===== config.mk =====
export PLATFORM = sky130hd
export DESIGN_NAME = oled_page_bitmap_blitter_core
export DESIGN_NICKNAME = d
export VERILOG_FILES = /design/src/hw/rtl/opbb_pkg.sv /design/src/hw/rtl/oled_page_bitmap_blitter_core.sv
export SDC_FILE = /design/constraint.sdc
export NUM_CORES = 1
export LEC_CHECK = 0
export ABC_AREA = 1
export BUFFER_PORTS_ARGS = -buffer_cell sky130_fd_sc_hd__buf_2
export CAP_MARGIN = 40
export CORE_MARGIN = 5
export CORE_UTILIZATION = 60
export DETAILED_ROUTE_END_ITERATION = 8
export PLACE_DENSITY = 0.81
export SLEW_MARGIN = 25
export SYNTH_ARGS = -nofsm -noshare
export SYNTH_HDL_FRONTEND = slang
export SYNTH_SLANG_ARGS = --single-unit
export TNS_END_PERCENT = 10

===== constraint.sdc =====
create_clock -name clk -period 4.83 [get_ports clk]
set_clock_uncertainty 0.1 [all_clocks]
set_input_delay 0.483 -clock clk [delete_from_list [all_inputs] [get_ports clk]]
set_output_delay 0.483 -clock clk [all_outputs]
set_load 0.02 [all_outputs]

===== src/hw/rtl/opbb_pkg.sv =====
// Shared constants for the page-addressed OLED bitmap blitter.
`default_nettype none

package opbb_pkg;

  // Default size limits of one bitmap
  localparam int MAX_WIDTH_DEF  = 32;
  localparam int MAX_HEIGHT_DEF = 32;

  // Input item kinds carried in s_tuser
  localparam logic CMD_START = 1'b0;
  localparam logic CMD_PIXEL = 1'b1;

  // Display controller command bases
  localparam logic [7:0] PAGE_CMD_BASE   = 8'hB0;
  localparam logic [7:0] COL_LO_CMD_BASE = 8'h00;
  localparam logic [7:0] COL_HI_CMD_BASE = 8'h10;
  localparam logic [7:0] NIBBLE_MASK     = 8'h0F;

  // Pixel rows per display page
  localparam int PAGE_ROWS = 8;

endpackage

`default_nettype wire


===== src/hw/rtl/oled_page_bitmap_blitter_core.sv =====
// Page-addressed OLED bitmap blitter: geometry intake, row shift, spill merge, command framing.
`default_nettype none

// Channel  Dir  Handshake          Payload
// -------  ---  -----------------  -----------------------------------------------------
// s_*      in   s_tvalid/s_tready  s_tdata: geometry + pixel byte, s_tuser: item kind
// m_*      out  m_tvalid/m_tready  m_tdata: link byte, m_tuser: is_data/done, m_tlast
//
// Start items, and pixel bytes taken while no bitmap is active, produce no output.
// A pixel byte inside a page row yields one data byte; the first byte of a page row
// is preceded by three page/column command bytes. The final byte of a bitmap with a
// nonzero row offset adds the spill page: three commands plus width_held data bytes,
// read one per cycle while m_tready allows from the single-port spill row store.
// A one-entry job register sits between intake and the output register, so one
// item is taken while a result waits on m_tready. rst (synchronous) clears all
// control state; the spill row store has no reset and is always written before read.

module oled_page_bitmap_blitter_core #(
  parameter int MAX_WIDTH  = opbb_pkg::MAX_WIDTH_DEF,
  parameter int MAX_HEIGHT = opbb_pkg::MAX_HEIGHT_DEF
) (
  input  wire logic        clk,
  input  wire logic        rst,
  input  wire logic        s_tvalid,
  output logic             s_tready,
  // bits 7:0 pos_x, 13:8 pos_y, 21:14 bmp_width, 29:22 bmp_height, 37:30 pixel_byte,
  // 39:38 zero
  input  wire logic [39:0] s_tdata,
  // bit 0 command
  input  wire logic [0:0]  s_tuser,
  output logic             m_tvalid,
  input  wire logic        m_tready,
  // bits 7:0 out_byte
  output logic [7:0]       m_tdata,
  // bit 0 is_data, bit 1 bitmap_done
  output logic [1:0]       m_tuser,
  output logic             m_tlast
);

  // Derived widths
  localparam int CW        = (MAX_WIDTH > 1) ? $clog2(MAX_WIDTH) : 1;   // column index
  localparam int WW        = $clog2(MAX_WIDTH + 1);                      // width count
  localparam int MAX_PAGES = (MAX_HEIGHT + opbb_pkg::PAGE_ROWS - 1) / opbb_pkg::PAGE_ROWS;
  localparam int PTW       = $clog2(MAX_PAGES + 1);                      // page count

  // Emission steps of one job
  localparam logic [2:0] ST_H0 = 3'd0;  // page command
  localparam logic [2:0] ST_H1 = 3'd1;  // column low nibble
  localparam logic [2:0] ST_H2 = 3'd2;  // column high nibble
  localparam logic [2:0] ST_DB = 3'd3;  // merged data byte
  localparam logic [2:0] ST_T0 = 3'd4;  // spill page command
  localparam logic [2:0] ST_T1 = 3'd5;
  localparam logic [2:0] ST_T2 = 3'd6;
  localparam logic [2:0] ST_TB = 3'd7;  // spill page data bytes

  // Input fields
  logic       in_cmd;
  logic [7:0] in_pos_x;
  logic [5:0] in_pos_y;
  logic [7:0] in_width;
  logic [7:0] in_height;
  logic [7:0] in_pixel;

  assign in_cmd    = s_tuser[0];
  assign in_pos_x  = s_tdata[7:0];
  assign in_pos_y  = s_tdata[13:8];
  assign in_width  = s_tdata[21:14];
  assign in_height = s_tdata[29:22];
  assign in_pixel  = s_tdata[37:30];

  // Bitmap geometry and position
  logic [7:0]     origin_col;
  logic [2:0]     first_page;
  logic [2:0]     row_shift;
  logic [WW-1:0]  width_held;
  logic [PTW-1:0] pages_total;
  logic [CW-1:0]  col_count;
  logic [PTW-1:0] page_count;
  logic           active;

  // Pending job: everything the emitter needs for one pixel byte
  logic           job_valid;
  logic [2:0]     job_step;
  logic [7:0]     job_page;
  logic [7:0]     job_byte;    // pixel shifted into place
  logic [7:0]     job_spill;   // bits pushed into the next page
  logic [CW-1:0]  job_col;
  logic           job_merge;   // not the first bitmap page: OR in stored spill
  logic           job_tail;    // spill page follows
  logic           job_fin;     // last byte of the bitmap
  logic [CW-1:0]  tail_col;

  // Spill row store
  logic [7:0] prev_page_row [MAX_WIDTH];

  // Output register
  logic       out_is_data;
  logic       out_done;

  // Intake decode
  logic        s_xfer;
  logic        start_ok;
  logic        pix_take;
  logic [15:0] shifted;
  logic        last_col;
  logic        last_page;
  logic [8:0]  height_round;

  // Emitter control
  logic          out_load;
  logic          step_final;
  logic          tail_end;
  logic [CW-1:0] rd_addr;
  logic [7:0]    hdr_page;

  assign shifted      = {8'h00, in_pixel} << row_shift;
  assign height_round = {1'b0, in_height} + 9'd7;

  assign start_ok = (in_width != 8'd0) && (in_height != 8'd0) &&
                    (in_width <= 8'(MAX_WIDTH)) && (in_height <= 8'(MAX_HEIGHT));

  assign last_col  = ((WW + 1)'(col_count) + (WW + 1)'(1)) >= (WW + 1)'(width_held);
  assign last_page = ((PTW + 1)'(page_count) + (PTW + 1)'(1)) >= (PTW + 1)'(pages_total);

  assign tail_end = ((WW + 1)'(tail_col) + (WW + 1)'(1)) >= (WW + 1)'(width_held);

  // Last result of the job in the emitter
  assign step_final = ((job_step == ST_DB) && !job_tail) || ((job_step == ST_TB) && tail_end);

  assign out_load = job_valid && (!m_tvalid || m_tready);
  assign s_tready = !job_valid || (out_load && step_final);
  assign s_xfer   = s_tvalid && s_tready;
  assign pix_take = s_xfer && (in_cmd == opbb_pkg::CMD_PIXEL) && active;

  assign rd_addr  = (job_step == ST_TB) ? tail_col : job_col;
  assign hdr_page = (job_step == ST_T0) ? (job_page + 8'd1) : job_page;

  // Geometry and position counters
  always_ff @(posedge clk) begin
    if (rst) begin
      origin_col  <= '0;
      first_page  <= '0;
      row_shift   <= '0;
      width_held  <= '0;
      pages_total <= '0;
      col_count   <= '0;
      page_count  <= '0;
      active      <= 1'b0;
    end else if (s_xfer && (in_cmd == opbb_pkg::CMD_START)) begin
      if (start_ok) begin
        origin_col  <= in_pos_x;
        first_page  <= in_pos_y[5:3];
        row_shift   <= in_pos_y[2:0];
        width_held  <= WW'(in_width);
        pages_total <= PTW'(height_round[8:3]);
        col_count   <= '0;
        page_count  <= '0;
        active      <= 1'b1;
      end else begin
        active <= 1'b0;
      end
    end else if (pix_take) begin
      if (last_col && last_page) begin
        active     <= 1'b0;
        col_count  <= '0;
        page_count <= '0;
      end else if (last_col) begin
        col_count  <= '0;
        page_count <= page_count + PTW'(1);
      end else begin
        col_count <= col_count + CW'(1);
      end
    end
  end

  // Job control
  always_ff @(posedge clk) begin
    if (rst) begin
      job_valid <= 1'b0;
      job_step  <= ST_H0;
      tail_col  <= '0;
    end else begin
      if (out_load) begin
        case (job_step)
          ST_DB:   job_step <= ST_T0;
          ST_T0:   job_step <= ST_T1;
          ST_T1:   job_step <= ST_T2;
          ST_T2: begin
            job_step <= ST_TB;
            tail_col <= '0;
          end
          ST_TB:   tail_col <= tail_col + CW'(1);
          ST_H0:   job_step <= ST_H1;
          ST_H1:   job_step <= ST_H2;
          ST_H2:   job_step <= ST_DB;
          default: job_step <= ST_H0;
        endcase
        if (step_final) begin
          job_valid <= 1'b0;
        end
      end
      if (pix_take) begin
        job_valid <= 1'b1;
        job_step  <= (col_count == '0) ? ST_H0 : ST_DB;
      end
    end
  end

  // Job payload
  always_ff @(posedge clk) begin
    if (pix_take) begin
      job_page  <= 8'(first_page) + 8'(page_count);
      job_byte  <= shifted[7:0];
      job_spill <= shifted[15:8];
      job_col   <= col_count;
      job_merge <= (page_count != '0);
      job_tail  <= last_col && last_page && (row_shift != 3'd0);
      job_fin   <= last_col && last_page;
    end
  end

  // Output register valid
  always_ff @(posedge clk) begin
    if (rst) begin
      m_tvalid <= 1'b0;
    end else if (out_load) begin
      m_tvalid <= 1'b1;
    end else if (m_tready) begin
      m_tvalid <= 1'b0;
    end
  end

  // Output payload and spill row store: read of old spill and write of new in the same cycle
  always_ff @(posedge clk) begin
    if (out_load) begin
      out_done <= step_final && job_fin;
      m_tlast  <= step_final;
      case (job_step)
        ST_H0, ST_T0: begin
          m_tdata     <= opbb_pkg::PAGE_CMD_BASE + hdr_page;
          out_is_data <= 1'b0;
        end
        ST_H1, ST_T1: begin
          m_tdata     <= opbb_pkg::COL_LO_CMD_BASE + (origin_col & opbb_pkg::NIBBLE_MASK);
          out_is_data <= 1'b0;
        end
        ST_H2, ST_T2: begin
          m_tdata     <= opbb_pkg::COL_HI_CMD_BASE + (origin_col >> 4);
          out_is_data <= 1'b0;
        end
        ST_DB: begin
          m_tdata     <= job_byte | (job_merge ? prev_page_row[rd_addr] : 8'h00);
          out_is_data <= 1'b1;
          prev_page_row[rd_addr] <= job_spill;
        end
        default: begin
          m_tdata     <= prev_page_row[rd_addr];
          out_is_data <= 1'b1;
        end
      endcase
    end
  end

  assign m_tuser = {out_done, out_is_data};

endmodule

`default_nettype wire

==> impl_results.rst <==
.. list-table::
   :header-rows: 1

   * - Metric
     - Value
   * - CTS tree
     - done
   * - Fmax
     - 286.2 MHz
   * - Crit path launch
     - job_step[0]
   * - Resized cells post-CTS
     - 0
   * - VDD IR max
     - approximately 0.00029 V
   * - Number of buffers inserted to repair setup after CTS
     - 0
   * - Clock-pin slew of the registers on the worst-case setup and hold paths
     - 0.07 ns
   * - Final setup violation count
     - 0
   * - DRC viols
     - 0
   * - Path class of the lowest-slack min-delay path
     - primary input to flop
   * - Final-report max-slew violation count
     - 0
   * - Post-synthesis cell type count
     - 44
   * - Post-synthesis net count
     - 1478
   * - Count of state elements after synthesis
     - approximately 300
   * - Final wirelength
     - roughly 31000 um
   * - Post-Route Setup TNS
     - 0 ns
   * - Skew-Pair Late Insertion Delay
     - about 0.57 ns
   * - CTS Buf Count
     - 30
   * - Maximum number of pins on one net before global-route repair
     - 57
   * - Worst hold start
     - s_tdata[0]
   * - Die outline area
     - between 0.02 and 0.03 mm2
   * - RSZ-0062 raised after global routing
     - false
   * - Count of TritonRoute iterations in the first routing pass
     - 5
   * - Max FO, Critical Path
     - 29
   * - Max Buffers Root-to-Sink
     - 3
   * - Final GP Congestion
     - a little under 0.9
   * - Post-detail-place hpwl
     - 19670 um
   * - Remaining Overflow, GRT
     - 0
   * - Initial Utilization
     - 0.6076
   * - Crit path max-delay cell type
     - sky130_fd_sc_hd__nor2_1
   * - Via-per-instance ratio
     - about 5.6
   * - Vertical die dimension
     - between 150 and 200 um
   * - Setup CP Type
     - flop to flop
   * - Die width
     - 161.2 um
   * - Number of fill cells
     - 1616
   * - CP cell instances
     - nand2_4 > inv_4 > nand2_4 > nand2_1 > nand2_2 > nor2_4 > buf_4 > nand2_1 > nor2_1
   * - Port buffer count
     - 55
   * - Hold-fix buffers at CTS
     - 0
   * - Count of inserted antenna diode cells
     - 0
   * - Clock Sink Count
     - 304
   * - Post-Synthesis Mean Instance Area
     - 9.741 um2
   * - Vias in the first global route
     - between 9000 and 10000
   * - Core ar.
     - ~0.023 mm2
   * - Fin crit share
     - 0.7234
   * - Root buffer cell
     - sky130_fd_sc_hd__clkbuf_16
   * - Number of instances in the synthesized netlist
     - 1408
   * - Power density over the cells
     - ~340 mW/mm2
   * - Cell Area, Synth
     - 0.01372 mm2
   * - Number of synthesized flops with an enable pin
     - between 200 and 300
   * - Placed instance count
     - about 1700
   * - Endpoint type of the worst setup path
     - flop
   * - Start of the worst register-to-register path
     - job_step[0]
   * - Overall Global Routing Usage
     - 0.2394
   * - Worst slew slack as a fraction of its limit
     - 0.4713
   * - Average detailed-routed wire length per instance
     - 17.45 um
   * - Arrival @ worst endpoint
     - 3.58 ns
   * - Overall via count from detail_route
     - around 10000
   * - Most utilized layer in the global route result
     - met2
   * - Post-synth top flop
     - sky130_fd_sc_hd__edfxtp_1
   * - Synth-to-Final Area Change
     - 11.27%
   * - Leakage power
     - 0.006329 uW
   * - Clock H-tree levels
     - 1
   * - Number of routed nets with antenna violations
     - 0
   * - Transition time of the tightest slew-check pin
     - roughly 0.79 ns
   * - Grt met1 use
     - 0.3177
   * - Result of the run
     - finished, final reports clean
   * - Data required, critical path
     - 4.92 ns
   * - Routing usage on met2
     - 0.3981
   * - Max Cap Viol
     - 0
   * - Global routing met3 resource utilization
     - 0.04312
   * - Shortest period the worst path allows
     - between 3 and 4 ns
   * - Startpoint kind of the worst setup timing path
     - flop
   * - Overall power of the completed layout
     - between 5000 and 6000 uW
   * - Hold Vio Cnt, Final
     - 0
   * - Share of cells above drive strength 1
     - 0.1015
   * - FP Rows
     - 55
   * - Number of antenna violations at the first check in global routing
     - 1
   * - Filler-free cell count of the finished design
     - 1772
   * - IO Count
     - 58
   * - Async S/R FF share, synth
     - 0
   * - Global-route wire length before repair
     - approximately 50000 um
   * - Nets
     - 1537
   * - Critical path's largest stage delay
     - roughly 0.69 ns
   * - Count of yosys warnings during synthesis
     - 0
   * - Initial DRC Count
     - between 900 and 1000
   * - Sequential area share after synthesis
     - 0.6349
==> cells in the mapped netlist (4+ instances only) <==
master	n	area [um2]
sky130_fd_sc_hd__nand2_1	603	2263
sky130_fd_sc_hd__edfxtp_1	262	7868
sky130_fd_sc_hd__nor2_1	136	510.5
sky130_fd_sc_hd__nand3_1	93	465.5
sky130_fd_sc_hd__inv_1	85	319.1
sky130_fd_sc_hd__dfxtp_1	42	840.8
sky130_fd_sc_hd__ha_1	24	300.3
sky130_fd_sc_hd__o21ai_0	24	120.1
sky130_fd_sc_hd__buf_2	22	110.1
sky130_fd_sc_hd__a21oi_1	13	65.06
sky130_fd_sc_hd__clkbuf_1	13	48.80
sky130_fd_sc_hd__buf_4	8	60.06
sky130_fd_sc_hd__xor2_1	8	70.07
sky130_fd_sc_hd__or2_2	6	37.54
sky130_fd_sc_hd__buf_6	5	56.30
sky130_fd_sc_hd__inv_2	5	18.77
sky130_fd_sc_hd__nor3_4	5	81.33
sky130_fd_sc_hd__mux2i_1	4	40.04
sky130_fd_sc_hd__nand2_4	4	45.04
sky130_fd_sc_hd__nand4_1	4	25.02
==> flip-flops by register name (all words and copies together) (netlist names), 3 cells and up <==
name,cells
first_page,3
width_held,6
tail_col,5
job_step,3
m_tdata,8
page_count,3
row_shift,3
origin_col,8
job_spill,7
job_page,4
job_col,5
job_byte,8
prev_page_row,224
col_count,5
pages_total,3
==> worst max-delay path, delay by kind of cell, from the launching register on <==
family	cells	cell delay [ns]
AND/OR/NAND/NOR	7	2.12
buffers and inverters	2	0.43
flip-flops	1	0.46
==> where the power goes <==
| group | internal (uW) | switching (uW) |
|---|---|---|
| sequential | 2810 | 1.26 |
| combinational | 24.2 | 34.2 |
| clock | 1290 | 955 |
| total | 4130 | 991 |
==> routing by layer <==
layer / share of wire / vias to the layer above / wire length [um]
met5: 0.00026 / - / 8
met4: 0.034 / 2 / 1058
met3: 0.097 / 89 / 3002
met2: 0.49 / 515 / 15100
met1: 0.38 / 4636 / 11760
li1: - / 4721 / -
==> per-stage QoR <==
| stage | cell area (um2) | hold slack, ns | setup slack [ns] | utilization |
|---|---|---|---|---|
| final | 15260 | 0.05562 | 1.336 | 0.6761 |
| after floorplan | 13720 | 0.3395 | 1.859 | - |
| after global routing | 15260 | 0.06000 | 1.198 | 0.6761 |
| after detailed placement | 14270 | 0.3603 | 1.420 | 0.6324 |
| after global placement | 14170 | 0.3503 | 1.421 | 0.6278 |
| after CTS | 15230 | 0.03741 | 1.419 | 0.6749 |
==> path summary, 6_finish.rpt <==
path / end / slack (ns) / depth (start not counted)
setup / recovery: prev_page_row[23][1] / 1.34 / 9
setup reg to reg: prev_page_row[23][1] / 1.34 / 9
hold / removal: origin_col[0] / 0.06 / 3
hold reg to reg: active / 0.37 / 2
==> kinds of logic (layout without fill, tap and decap cells) <==
kind of cell    Yosys count  after routing  share of synthesized area
flops                   304            304                     0.6349
mux                       4              4                   0.002919
compound gates           56             56                    0.02582
xor+xnor                 10             10                   0.006386
fa+ha+maj                25             25                    0.02335
simple gates            868            868                     0.2609
buf+inv                 141            220                    0.04570
==> cell usage in the layout (no fill, tap or decap), drive strengths merged, types with 11 or more instances in the layout <==
cell	netlist	final
a21oi	13	13
buf	35	75
clkbuf	13	42
dfxtp	42	42
edfxtp	262	262
ha	24	24
inv	91	92
nand2	610	610
nand3	93	93
nor2	140	140
nor3	11	11
o21ai	28	28
==> layout make-up <==
class / count / area [um2] / area share
clock buffer: 42 / 858.3 / 0.05624
multi-input combinational: 963 / 4388 / 0.2875
tap: 285 / 356.6 / 0.02337
inverter: 93 / 351.6 / 0.02304
timing repair buffer: 75 / 498.0 / 0.03263
clock inverter: 10 / 100.1 / 0.006559
sequential: 304 / 8708 / 0.5706
Note: power is estimated with default switching activity, not from simulation.
